$ cat config.mk
export PLATFORM = sky130hd
export DESIGN_NAME = rhkt_ctrl
export DESIGN_NICKNAME = d
export VERILOG_FILES = /design/src/hw/rtl/rhkt_pkg.sv /design/src/hw/rtl/rhkt_ctrl.sv
export SDC_FILE = /design/constraint.sdc
export NUM_CORES = 1
export LEC_CHECK = 0
export BUFFER_PORTS_ARGS = -buffer_cell sky130_fd_sc_hd__buf_2
export CAP_MARGIN = 20
export CORE_MARGIN = 3
export CORE_UTILIZATION = 54
export CTS_BUF_LIST = sky130_fd_sc_hd__clkbuf_4 sky130_fd_sc_hd__clkbuf_8
export DETAILED_ROUTE_END_ITERATION = 7
export GPL_TIMING_DRIVEN = 0
export PLACE_DENSITY = 0.84
export SLEW_MARGIN = 20
export SYNTH_ARGS = -nofsm -noshare
export SYNTH_HDL_FRONTEND = slang
export SYNTH_SLANG_ARGS = --single-unit
$ cat constraint.sdc
create_clock -name clk -period 2.13 [get_ports clk]
set_input_delay 0.3195 -clock clk [delete_from_list [all_inputs] [get_ports clk]]
set_output_delay 0.3195 -clock clk [all_outputs]
set_load 0.02 [all_outputs]
$ cat src/hw/rtl/rhkt_pkg.sv
// shared types, codes and constants of the reference-counted key table
package rhkt_pkg;

  localparam int BUCKET_COUNT_DEF = 1024;
  localparam int SLOT_COUNT_DEF   = 512;
  localparam int HOLDER_BITS_DEF  = 16;

  localparam int FUNC_W   = 2;
  localparam int KEY_W    = 64;
  localparam int SLOT_W   = 9;
  localparam int STATUS_W = 4;
  localparam int HANDLE_W = 9;
  localparam int COUNT_W  = 16;
  localparam int ENTRY_W  = 10;

  localparam int LIVE_WORD = 32;

  localparam logic [63:0] MIX_C1 = 64'hbf58476d1ce4e5b9;
  localparam logic [63:0] MIX_C2 = 64'h94d049bb133111eb;
  localparam int MIX_S0 = 30;
  localparam int MIX_S1 = 27;
  localparam int MIX_S2 = 31;

  localparam logic [FUNC_W-1:0] FUNC_ACQUIRE = 2'd0;
  localparam logic [FUNC_W-1:0] FUNC_PUBLISH = 2'd1;
  localparam logic [FUNC_W-1:0] FUNC_RELEASE = 2'd2;

  typedef enum logic [STATUS_W-1:0] {
    ST_HIT       = 4'd0,
    ST_MISS      = 4'd1,
    ST_INSERTED  = 4'd2,
    ST_DUPLICATE = 4'd3,
    ST_FULL      = 4'd4,
    ST_OVERFLOW  = 4'd5,
    ST_HELD      = 4'd6,
    ST_REMOVED   = 4'd7,
    ST_BAD       = 4'd8
  } status_t;

  typedef enum logic [4:0] {
    CMD_NOP,
    CMD_CLEAR,
    CMD_LOAD,
    CMD_HASH_KEY,
    CMD_HASH_ENT,
    CMD_HEAD_READ,
    CMD_LOAD_CUR_HEAD,
    CMD_ENT_READ_CUR,
    CMD_STEP,
    CMD_RES_MISS,
    CMD_RES_OVF,
    CMD_ACQ_INC,
    CMD_RES_DUP,
    CMD_LIVE_READ,
    CMD_WORD_NEXT,
    CMD_PUB_INSERT,
    CMD_RES_FULL,
    CMD_RES_BAD,
    CMD_REL_READ,
    CMD_REL_DEC,
    CMD_UNL_HEAD,
    CMD_UNL_PREV,
    CMD_REMOVE
  } cmd_t;

  typedef struct packed {
    logic [FUNC_W-1:0]        func;
    logic signed [KEY_W-1:0]  key;
    logic [SLOT_W-1:0]        slot;
  } req_t;

  typedef struct packed {
    status_t                  status;
    logic [HANDLE_W-1:0]      handle;
    logic [COUNT_W-1:0]       holder_count;
    logic [ENTRY_W-1:0]       entry_count;
  } rsp_t;

  typedef struct packed {
    logic [FUNC_W-1:0] func;
    logic hash_done;
    logic head_v;
    logic head_is_slot;
    logic cur_v;
    logic key_eq;
    logic hold_max;
    logic hold_gt1;
    logic link_v;
    logic link_is_slot;
    logic word_free;
    logic word_last;
    logic slot_ok;
    logic slot_live;
    logic out_free;
    logic clr_last;
  } dp_status_t;

endpackage

$ cat src/hw/rtl/rhkt_ctrl.sv
// controller state machine sequencing lookup, insert and release
module rhkt_ctrl (
  input  logic                  clk,
  input  logic                  rst,
  input  logic                  req_valid,
  output logic                  req_ready,
  output rhkt_pkg::cmd_t        cmd,
  input  rhkt_pkg::dp_status_t  st
);

  typedef enum logic [4:0] {
    S_CLEAR,
    S_IDLE,
    S_DISPATCH,
    S_HASH_WAIT,
    S_HEAD_CHK,
    S_WALK,
    S_CMP,
    S_FREE_RD,
    S_FREE_CHK,
    S_REL,
    S_REL_CHK,
    S_UNL_HASH,
    S_UNL_HEAD_CHK,
    S_UNL_WALK,
    S_UNL_CMP,
    S_REMOVE
  } state_t;

  state_t state, state_next;

  always_comb begin
    state_next = state;
    cmd = rhkt_pkg::CMD_NOP;
    unique case (state)
      S_CLEAR: begin
        cmd = rhkt_pkg::CMD_CLEAR;
        if (st.clr_last) state_next = S_IDLE;
      end
      S_IDLE: begin
        if (req_valid) begin
          cmd = rhkt_pkg::CMD_LOAD;
          state_next = S_DISPATCH;
        end
      end
      S_DISPATCH: begin
        priority if (st.func == rhkt_pkg::FUNC_RELEASE) begin
          state_next = S_REL;
        end else if (st.func == rhkt_pkg::FUNC_ACQUIRE || st.func == rhkt_pkg::FUNC_PUBLISH) begin
          cmd = rhkt_pkg::CMD_HASH_KEY;
          state_next = S_HASH_WAIT;
        end else begin
          state_next = S_IDLE;
        end
      end
      S_HASH_WAIT: begin
        if (st.hash_done) begin
          cmd = rhkt_pkg::CMD_HEAD_READ;
          state_next = S_HEAD_CHK;
        end
      end
      S_HEAD_CHK: begin
        cmd = rhkt_pkg::CMD_LOAD_CUR_HEAD;
        state_next = S_WALK;
      end
      S_WALK: begin
        priority if (st.cur_v) begin
          cmd = rhkt_pkg::CMD_ENT_READ_CUR;
          state_next = S_CMP;
        end else if (st.func == rhkt_pkg::FUNC_PUBLISH) begin
          state_next = S_FREE_RD;
        end else if (st.out_free) begin
          cmd = rhkt_pkg::CMD_RES_MISS;
          state_next = S_IDLE;
        end
      end
      S_CMP: begin
        priority if (!st.key_eq) begin
          cmd = rhkt_pkg::CMD_STEP;
          state_next = S_WALK;
        end else if (st.out_free) begin
          priority if (st.func == rhkt_pkg::FUNC_PUBLISH) cmd = rhkt_pkg::CMD_RES_DUP;
          else if (st.hold_max) cmd = rhkt_pkg::CMD_RES_OVF;
          else cmd = rhkt_pkg::CMD_ACQ_INC;
          state_next = S_IDLE;
        end
      end
      S_FREE_RD: begin
        cmd = rhkt_pkg::CMD_LIVE_READ;
        state_next = S_FREE_CHK;
      end
      S_FREE_CHK: begin
        priority if (!st.word_free && !st.word_last) begin
          cmd = rhkt_pkg::CMD_WORD_NEXT;
          state_next = S_FREE_RD;
        end else if (st.out_free) begin
          cmd = st.word_free ? rhkt_pkg::CMD_PUB_INSERT : rhkt_pkg::CMD_RES_FULL;
          state_next = S_IDLE;
        end
      end
      S_REL: begin
        priority if (st.slot_ok) begin
          cmd = rhkt_pkg::CMD_REL_READ;
          state_next = S_REL_CHK;
        end else if (st.out_free) begin
          cmd = rhkt_pkg::CMD_RES_BAD;
          state_next = S_IDLE;
        end
      end
      S_REL_CHK: begin
        priority if (st.slot_live && !st.hold_gt1) begin
          cmd = rhkt_pkg::CMD_HASH_ENT;
          state_next = S_UNL_HASH;
        end else if (st.out_free) begin
          cmd = st.slot_live ? rhkt_pkg::CMD_REL_DEC : rhkt_pkg::CMD_RES_BAD;
          state_next = S_IDLE;
        end
      end
      S_UNL_HASH: begin
        if (st.hash_done) begin
          cmd = rhkt_pkg::CMD_HEAD_READ;
          state_next = S_UNL_HEAD_CHK;
        end
      end
      S_UNL_HEAD_CHK: begin
        priority if (!st.head_v) begin
          state_next = S_REMOVE;
        end else if (st.head_is_slot) begin
          cmd = rhkt_pkg::CMD_UNL_HEAD;
          state_next = S_REMOVE;
        end else begin
          cmd = rhkt_pkg::CMD_LOAD_CUR_HEAD;
          state_next = S_UNL_WALK;
        end
      end
      S_UNL_WALK: begin
        cmd = rhkt_pkg::CMD_ENT_READ_CUR;
        state_next = S_UNL_CMP;
      end
      S_UNL_CMP: begin
        priority if (!st.link_v) begin
          state_next = S_REMOVE;
        end else if (st.link_is_slot) begin
          cmd = rhkt_pkg::CMD_UNL_PREV;
          state_next = S_REMOVE;
        end else begin
          cmd = rhkt_pkg::CMD_STEP;
          state_next = S_UNL_WALK;
        end
      end
      S_REMOVE: begin
        if (st.out_free) begin
          cmd = rhkt_pkg::CMD_REMOVE;
          state_next = S_IDLE;
        end
      end
      default: state_next = S_IDLE;
    endcase
  end

  always_ff @(posedge clk) begin
    if (rst) begin
      state <= S_CLEAR;
      req_ready <= 1'b0;
    end else begin
      state <= state_next;
      req_ready <= state_next == S_IDLE;
    end
  end

endmodule

# After elaboration in Yosys (flattened, before gate mapping)
# Index checks and enable logic that the tools add are counted.
# op_classes
eq_ne	18
n_mux	43
n_reduce_logical	9
# op_table
operator	n
two-way mux 5 bit	23
one-hot mux 5 bit (16 select lines)	1
one-hot mux 5 bit (15 select lines)	1
equality test 5 x 4 -> 1 bit, second input constant	8
two-way mux 4 bit	6
equality test 5 x 3 -> 1 bit, second input constant	4
two-way mux 2 bit	9
equality test 5 x 1 -> 1 bit, second input constant	2
equality test 5 x 2 -> 1 bit, second input constant	2
two-way mux 3 bit	2
logical NOT 5 bit	1
logical NOT 1 bit	3
equality test 2 x 1 -> 1 bit, second input constant	1
equality test 2 bit, second input constant	1
logical AND 1 bit	2
logical NOT 2 bit	1
OR reduction 2 bit	1
logical OR 1 bit	1
two-way mux 1 bit	1
# word_totals
wordCells	72
output_inout_bits	6
reg_bits	6

# Logic depth before layout (Yosys ltp)
# Gate-level depths: netlist (run 1).
# logic_depth
depth_word	6
depth_mapped	7

# Worst setup path after synthesis (run 1)
# Ideal clock, no wire load.
# synth_timing
path_type	reg-to-output
startpoint	register state[0]
endpoint	output port cmd[4]
stages_incl_launch_ff	7
required_time_ns	1.811
slack_ns	0.015
arrival_time_ns	1.796
path_buffers	2
cell_sequence	dfxtp_1 -> buf_2 -> buf_2 -> a21oi_1 -> nor3_1 -> nor2_1 -> o311ai_0
# synth_between
elab_chain_len	3
elab_cells_between_ends	18
cone_classes	eq/ne (15); mux (1); reduce/logical (2)
# synth_lines
item	line_no	rtl
start: declaration	rhkt_ctrl.sv:30	state_t state, state_next;
start signal: assignment	rhkt_ctrl.sv:166	state <= state_next;
equality test 5 x 4 -> 1 bit or equality test 5 x 2 -> 1 bit (tied branches)	rhkt_ctrl.sv:35	unique case (state)
OR reduction 2 bit (no line)	--	
one-hot mux 5 bit (15 select lines) (*)	rhkt_ctrl.sv:35	
end: declaration	rhkt_ctrl.sv:7	output rhkt_pkg::cmd_t cmd,
# Mark *: on every way between the ends. The rest lies on a longest branch, timed or not.

# Worst setup path in the final report (run 1)
# layout_timing
startpoint	register state[1]
endpoint	output port cmd[3]
# Same word-level chain as after synthesis.

==> results of run 1 <==
==> report_power, final <==
part,switching [uW],leakage (uW),internal (uW)
Combinational,99.3,0.000492,68.9
Clock,37.2,0.0000138,63.5
Sequential,4.37,0.0000510,118
Total,141,0.000556,251
==> path summary, 6_finish.rpt <==
path	start	cells past startpoint	slack (ns)	endpoint
setup reg to reg	state[1]	6	0.26	req_ready
hold / removal	rst	2	0.32	state[3]
setup / recovery	state[1]	7	-0.09	cmd[3]
hold reg to reg	state[2]	5	0.94	state[1]
==> metal layers <==
layer,up-vias,track usage,share of wire
met5,-,0,0
met4,0,0.152,0.081
met3,61,0.0399,0.15
met2,186,0.480,0.44
met1,643,0.359,0.33
li1,604,-,-
==> worst register-to-register path, cell delays in order (launching register included) <==
cell	delay [ns]
dfxtp_2	0.32
buf_4	0.13
buf_2	0.15
nor4_1	0.39
a2111oi_0	0.15
nor4_1	0.43
and4_1	0.24
==> what timing repair did <==
action,CTS,global route
resized for setup,25,28
buffers inserted,2,6
endpoints found under the setup margin,5,5
pin swaps,2,8
cloned,0,1
==> sequential cells by signal, summed over array words and instances, names as in the netlist <==
signal     flops
state          5
req_ready      1
==> layout by cell type, fill, tap and decap left out, types with 2 or more instances in the layout <==
| master | instances |
|---|---|
| nor2_1 | 11 |
| nand3_1 | 3 |
| a41oi_2 | 2 |
| or3b_4 | 3 |
| o21ai_1 | 2 |
| and2_1 | 2 |
| dfxtp_1 | 3 |
| buf_4 | 10 |
| a31oi_1 | 2 |
| nand2b_1 | 7 |
| nor4_4 | 2 |
| o2111ai_2 | 2 |
| inv_1 | 5 |
| nor2b_1 | 5 |
| nor4_1 | 3 |
| nor3_4 | 3 |
| nor3_1 | 2 |
| o22ai_1 | 2 |
| buf_2 | 24 |
| dfxtp_2 | 3 |
| a21oi_1 | 9 |
| buf_6 | 9 |
| and3_4 | 2 |
| clkbuf_4 | 3 |
| o21ai_0 | 2 |
| nor2_4 | 2 |
| nand2_1 | 13 |
| o211ai_1 | 2 |
==> cells by family (layout without fill, tap and decap cells) <==
group / Yosys count / after routing / share of synthesized area
and+or+nand+nor: 74 / 74 / 0.459
other: 1 / 1 / 0.00381
buffers and inverters: 16 / 53 / 0.0878
AOI/OAI and AO/OA: 40 / 40 / 0.308
muxes: 1 / 1 / 0.0102
xor gates and xnor gates: 1 / 1 / 0.00891
DFF: 6 / 6 / 0.122
==> Yosys cell counts (2+ instances only) <==
master and number:
nand2b_1 9, inv_1 5, nor2b_1 5, nand3_1 4
nand2_1 14, a2111oi_0 2, dfxtp_1 6, nor2_1 12
o211ai_1 2, o22ai_1 2, nor3_1 4, a21oi_1 10
a31oi_1 2, buf_2 6, buf_4 3, or3b_1 2
nor4_1 5, o21ai_0 3, and2_1 2, o2111ai_1 3
==> area by class of cell <==
type,instances,area (sq um)
buffer,11,106
clock buffer,3,22.5
fill,73,164
inverter,5,18.8
multi-input combinational,117,937
sequential,6,124
tap,24,30.0
timing repair buffer,34,209
==> stage by stage <==
step,instance area (sq um),setup TNS [ns]
after floorplan,983,0
after global placement,1140,0
after detailed placement,1140,0
after CTS,1260,-0.0484
after global routing,1450,-0.414
final,1450,-0.227
==> metrics.yaml, run 1 <==
numPortBuffers: 25
antenna_found_initial: 0
finalCriticalPeriod_ns: 2.22
die_h_um: 48.7
synth_top_cell_by_area: "dfxtp_1"
pre_cts_slack_ns: 0.0711
slowest_delay_ns: 0.33
netlist_area_sq_um: 983
critPathKind: "flip-flop to output pin"
grt_usage: 0.289
ys_warn_count: 0
grt_pass1_wl_um: 5580
critPathSlowestCell: "o32a_1"
status: "finished with violations"
syn_nets: 159
syn_inst: 139
drive_above_1_share: 0.449
io_pins: 26
dp_cells: 188
yosysSeqAreaShare: 0.122
tritoncts: "yes"
ys.flop_type: "dfxtp_1"
rows: 14
drv_slew: 0
synth.top_cell.area_share: 0.122
startpoint_type: "flip-flop"
rsz0062_at_grt: "yes"
post-route-util: 0.898
ys_seq_elements: 6
synth_edf_count: 0
path_cells: "buf_6, buf_4, nor3_2, nand3_1, o32a_1, o211ai_1, buf_2"
cp-end-kind: "output pin"
cp_num_buf_inv: 3
netlist_top_cells_area: "dfxtp_1, nand2b_1, nand2_1, a21oi_1, nor2_1"
firstDrtPassIters: 6
path_delay_family: "buffers and inverters"
ir_drop_mv: 0.394
fin_crit_sh: 1.04
powerDensity_mw_per_mm2: 271
max_cap_violations: 0
setup_viol: 4
gp_congestion: 0.962
worst_slack_ns: -0.0881
syn2layout_area_growth_pct: 47.2
hold_buffers: 0
worstPathRequired_ns: 1.81
ant_nets: 0
finClkSkew_ns: 0.00345
grt_max_degree: 11
cts_sinks: 6
worst_slew_pin_slew_ns: 0.537
numCtsBuffers: 3
final_nets: 198
core_area_sq_mm: 0.00161
cp.arrival_ns: 1.90
fp.dieW_um: 48.7
wirelength_um: 4330
fmax_mhz: 451
vias_per_cell: 7.47
drt-initial-drc-count: 203
cts_buffer_depth: 2
cts_htree_levels: 1
dr_total_vias: 1494
finalPower_uw: 392
n_antenna_cell: 0
initial_utilization: 0.610
p_leak_uw: 0.000556
grt_pass1_vias: 1244
hold_ws_ns: 0.324
cts-root-buf: "clkbuf_4"
grt-ovfl-total: 0
hold_path.class: "input port to flip-flop"
synth_cell_types: 58
path_clk_slew_ns: 0.04
clock_latency_ns: 0.24
die-area_sq_mm: 0.00237
failed_checks: "negative setup slack"
layout.cells.non_filler: 200
drc_errors: 0
avgSynthCellArea_sq_um: 7.08
finalHoldViolations: 0
async_reset_ff_frac: 0
wire_per_inst_um: 21.6
slew_headroom: 0.642
critical_path.max_fanout: 10
hpwl_um: 2500
Note: power is estimated with default switching activity, not from simulation.
==> run 2, diff against run 1 <==
--- a/config.mk
+++ b/config.mk
@@ -8,11 +8,11 @@
 export BUFFER_PORTS_ARGS = -buffer_cell sky130_fd_sc_hd__buf_2
 export CAP_MARGIN = 20
 export CORE_MARGIN = 3
-export CORE_UTILIZATION = 54
+export CORE_UTILIZATION = 49
 export CTS_BUF_LIST = sky130_fd_sc_hd__clkbuf_4 sky130_fd_sc_hd__clkbuf_8
 export DETAILED_ROUTE_END_ITERATION = 7
 export GPL_TIMING_DRIVEN = 0
-export PLACE_DENSITY = 0.84
+export PLACE_DENSITY = 0.8
 export SLEW_MARGIN = 20
 export SYNTH_ARGS = -nofsm -noshare
 export SYNTH_HDL_FRONTEND = slang
==> constraint.sdc (replaced) <==
create_clock -name clk -period 1.95 [get_ports clk]
set_input_delay 0.2925 -clock clk [delete_from_list [all_inputs] [get_ports clk]]
set_output_delay 0.2925 -clock clk [all_outputs]
set_load 0.02 [all_outputs]
==> metrics.yaml, run 2 (synthesis results as in run 1) <==
status: "finished with violations"  # unchanged
failed_checks: "negative setup slack"  # unchanged
hold_path.class: "input port to flip-flop"  # unchanged
ant_nets: 0  # unchanged
cts_htree_levels: 1  # unchanged
syn2layout_area_growth_pct: 54.3  # was 47.2%
finalHoldViolations: 0  # unchanged
max_cap_violations: 0  # unchanged
crit_path_end: "cmd[0]"  # was cmd[3]
nFillCells: 107  # was 73
dr_total_vias: 1439  # was 1494
startpoint: "state[4]"  # was state[1]
path_clk_slew_ns: 0.04  # about the same
final_nets: 205  # was 198
drv_slew: 0  # unchanged
drive_above_1_share: 0.464  # was 0.449
rrSetupSlack_ns: 0.18  # was 0.26 ns
startpoint_type: "flip-flop"  # unchanged
largest-register: "state"  # unchanged
path_cells: "nand2b_2, nor4b_4, o211ai_1, and4b_1, nand3_2, buf_6"  # was buf_6, buf_4, nor3_2, nand3_1, o32a_1, o211ai_1, buf_2
grt_pass1_vias: 1309  # was 1244
p_leak_uw: 0.000587  # was 0.000556 uW
wire_per_inst_um: 19.7  # was 21.6 um
grt-ovfl-total: 0  # unchanged
tritoncts: "yes"  # unchanged
cts_sinks: 6  # unchanged
hpwl_um: 2540  # was 2500 um
n_antenna_cell: 0  # unchanged
wirelength_um: 4090  # was 4330 um
final_common_cell: "buf_2"  # unchanged
cts-root-buf: "clkbuf_4"  # unchanged
initial_utilization: 0.546  # was 0.610
cts_buffer_depth: 2  # unchanged
firstDrtPassIters: 5  # was 6
largest_reg_flops: 5  # unchanged
finalPower_uw: 431  # was 392 uW
die_h_um: 50.8  # was 48.7 um
setup_viol: 5  # was 4
postPlaceCellArea_sq_mm: 0.00114  # about the same
numPortBuffers: 25  # unchanged
vias_per_cell: 6.92  # was 7.47
critPathSlowestCell: "dfxtp_1"  # was o32a_1
grt_max_degree: 11  # unchanged
rsz0062_at_grt: "yes"  # unchanged
antenna_found_initial: 0  # unchanged
final_cell_mix: "buf_2, buf_4, nand2_1"  # was buf_2, nand2_1, nor2_1
gp_congestion: 0.956  # was 0.962
grt_pass1_wl_um: 6100  # was 5580 um
critical_path.max_fanout: 6  # was 10
ir_drop_mv: 0.338  # was 0.394 mV
slowest_delay_ns: 0.34  # was 0.33 ns
r2r_start: "state[1]"  # unchanged
cp-end-kind: "output pin"  # unchanged
reg_top3: "state (5), req_ready (1)"  # unchanged
die-area_sq_mm: 0.00258  # was 0.00237 sq mm
cp.arrival_ns: 1.81  # was 1.90 ns
design_area_sq_mm: 0.00152  # was 0.00145 sq mm
drt-initial-drc-count: 106  # was 203
worst_slack_ns: -0.153  # was -0.0881 ns
fmax_mhz: 476
hold_ws_ns: 0.282  # was 0.324 ns
worstPathRequired_ns: 1.66  # was 1.81 ns
finalCriticalPeriod_ns: 2.10
worst_r2r_endpoint: "req_ready"  # unchanged
io_pins: 26  # unchanged
powerDensity_mw_per_mm2: 284  # was 271 mW/mm^2
numCtsBuffers: 3  # unchanged
grt_usage: 0.311  # was 0.289
fin_crit_sh: 1.08
finClkSkew_ns: 0.00193  # was 0.00345 ns
clock_latency_ns: 0.23  # was 0.24 ns
drc_errors: 0  # unchanged
fp.dieW_um: 50.8  # was 48.7 um
critPathKind: "flip-flop to output pin"  # unchanged
core_area_sq_mm: 0.00180  # was 0.00161 sq mm
rows: 15  # was 14
ff2ff_path_depth: 6  # unchanged
run 2: changes by cell type in the layout (fill, tap and decap cells not counted), sizes merged:
| cell | previous run | this run |
|---|---|---|
| buf | 44 | 51 |
run 2: area by class of cell:
cell class                      count  area, sq um  area share
Clock buffer                        3         22.5      0.0148
Sequential cell                     6          133      0.0874
Inverter                            5         18.8      0.0124
Timing Repair Buffer               42          272       0.179
Buffer                             10          118      0.0775
Tap cell                           25         31.3      0.0206
Multi-Input combinational cell    117          923       0.608
run 2: timing repair:
action                                  4_1_cts  5_1_grt
hold endpoints to repair                      0        0
resized for setup                            50       10
endpoints found under the setup margin        5        5
hold buffers                                  0        0
pin swaps                                    14        4
cloned                                        0        1
buffers inserted                             13        3
run 2: power breakdown:
group / internal [uW] / total [uW] / switching, uW / leakage (uW)
sequential: 127 / 132 / 5.48 / 0.0000520
clock: 69.1 / 107 / 37.6 / 0.0000138
combinational: 86.9 / 192 / 105 / 0.000521
total: 283 / 431 / 148 / 0.000587
run 2: per-stage QoR:
| step | worst slack [ns] | setup TNS, ns | cells | util |
|---|---|---|---|---|
| after floorplan | 0.106 | 0 | 139 | - |
| after global placement | -0.0552 | -0.0649 | 189 | 0.633 |
| after detailed placement | -0.0441 | -0.0562 | 189 | 0.633 |
| after CTS | -0.107 | -0.361 | 205 | 0.801 |
| after global routing | -0.222 | -0.799 | 208 | 0.842 |
| final | -0.153 | -0.481 | 208 | 0.842 |
run 2: worst min path at each step:
stage / startpoint / end / slack (ns) / depth (start not counted)
6_report: rst / state[2] / 0.28 / 2
5_1_grt: rst / state[3] / 0.28 / 2
4_1_cts: rst / state[2] / 0.27 / 2
3_5_place_dp: rst / state[2] / 0.53 / 2
3_3_place_gp: rst / state[2] / 0.52 / 2
2_1_floorplan: rst / state[0] / 0.36 / 1
run 2: per-layer routing:
metal	vias to the layer above	GRT usage	part of all wire
met1	680	0.389	0.37
met5	-	0	0
li1	620	-	-
met2	117	0.513	0.49
met4	0	0.179	0.038
met3	22	0.0326	0.11
run 2: critical path: cells and delay by family (launching register included):
family | cells | cell delay [ns]
and+or+nand+nor | 4 | 0.96
DFF | 1 | 0.34
AOI/OAI and AO/OA | 1 | 0.16
buffers and inverters | 1 | 0.12
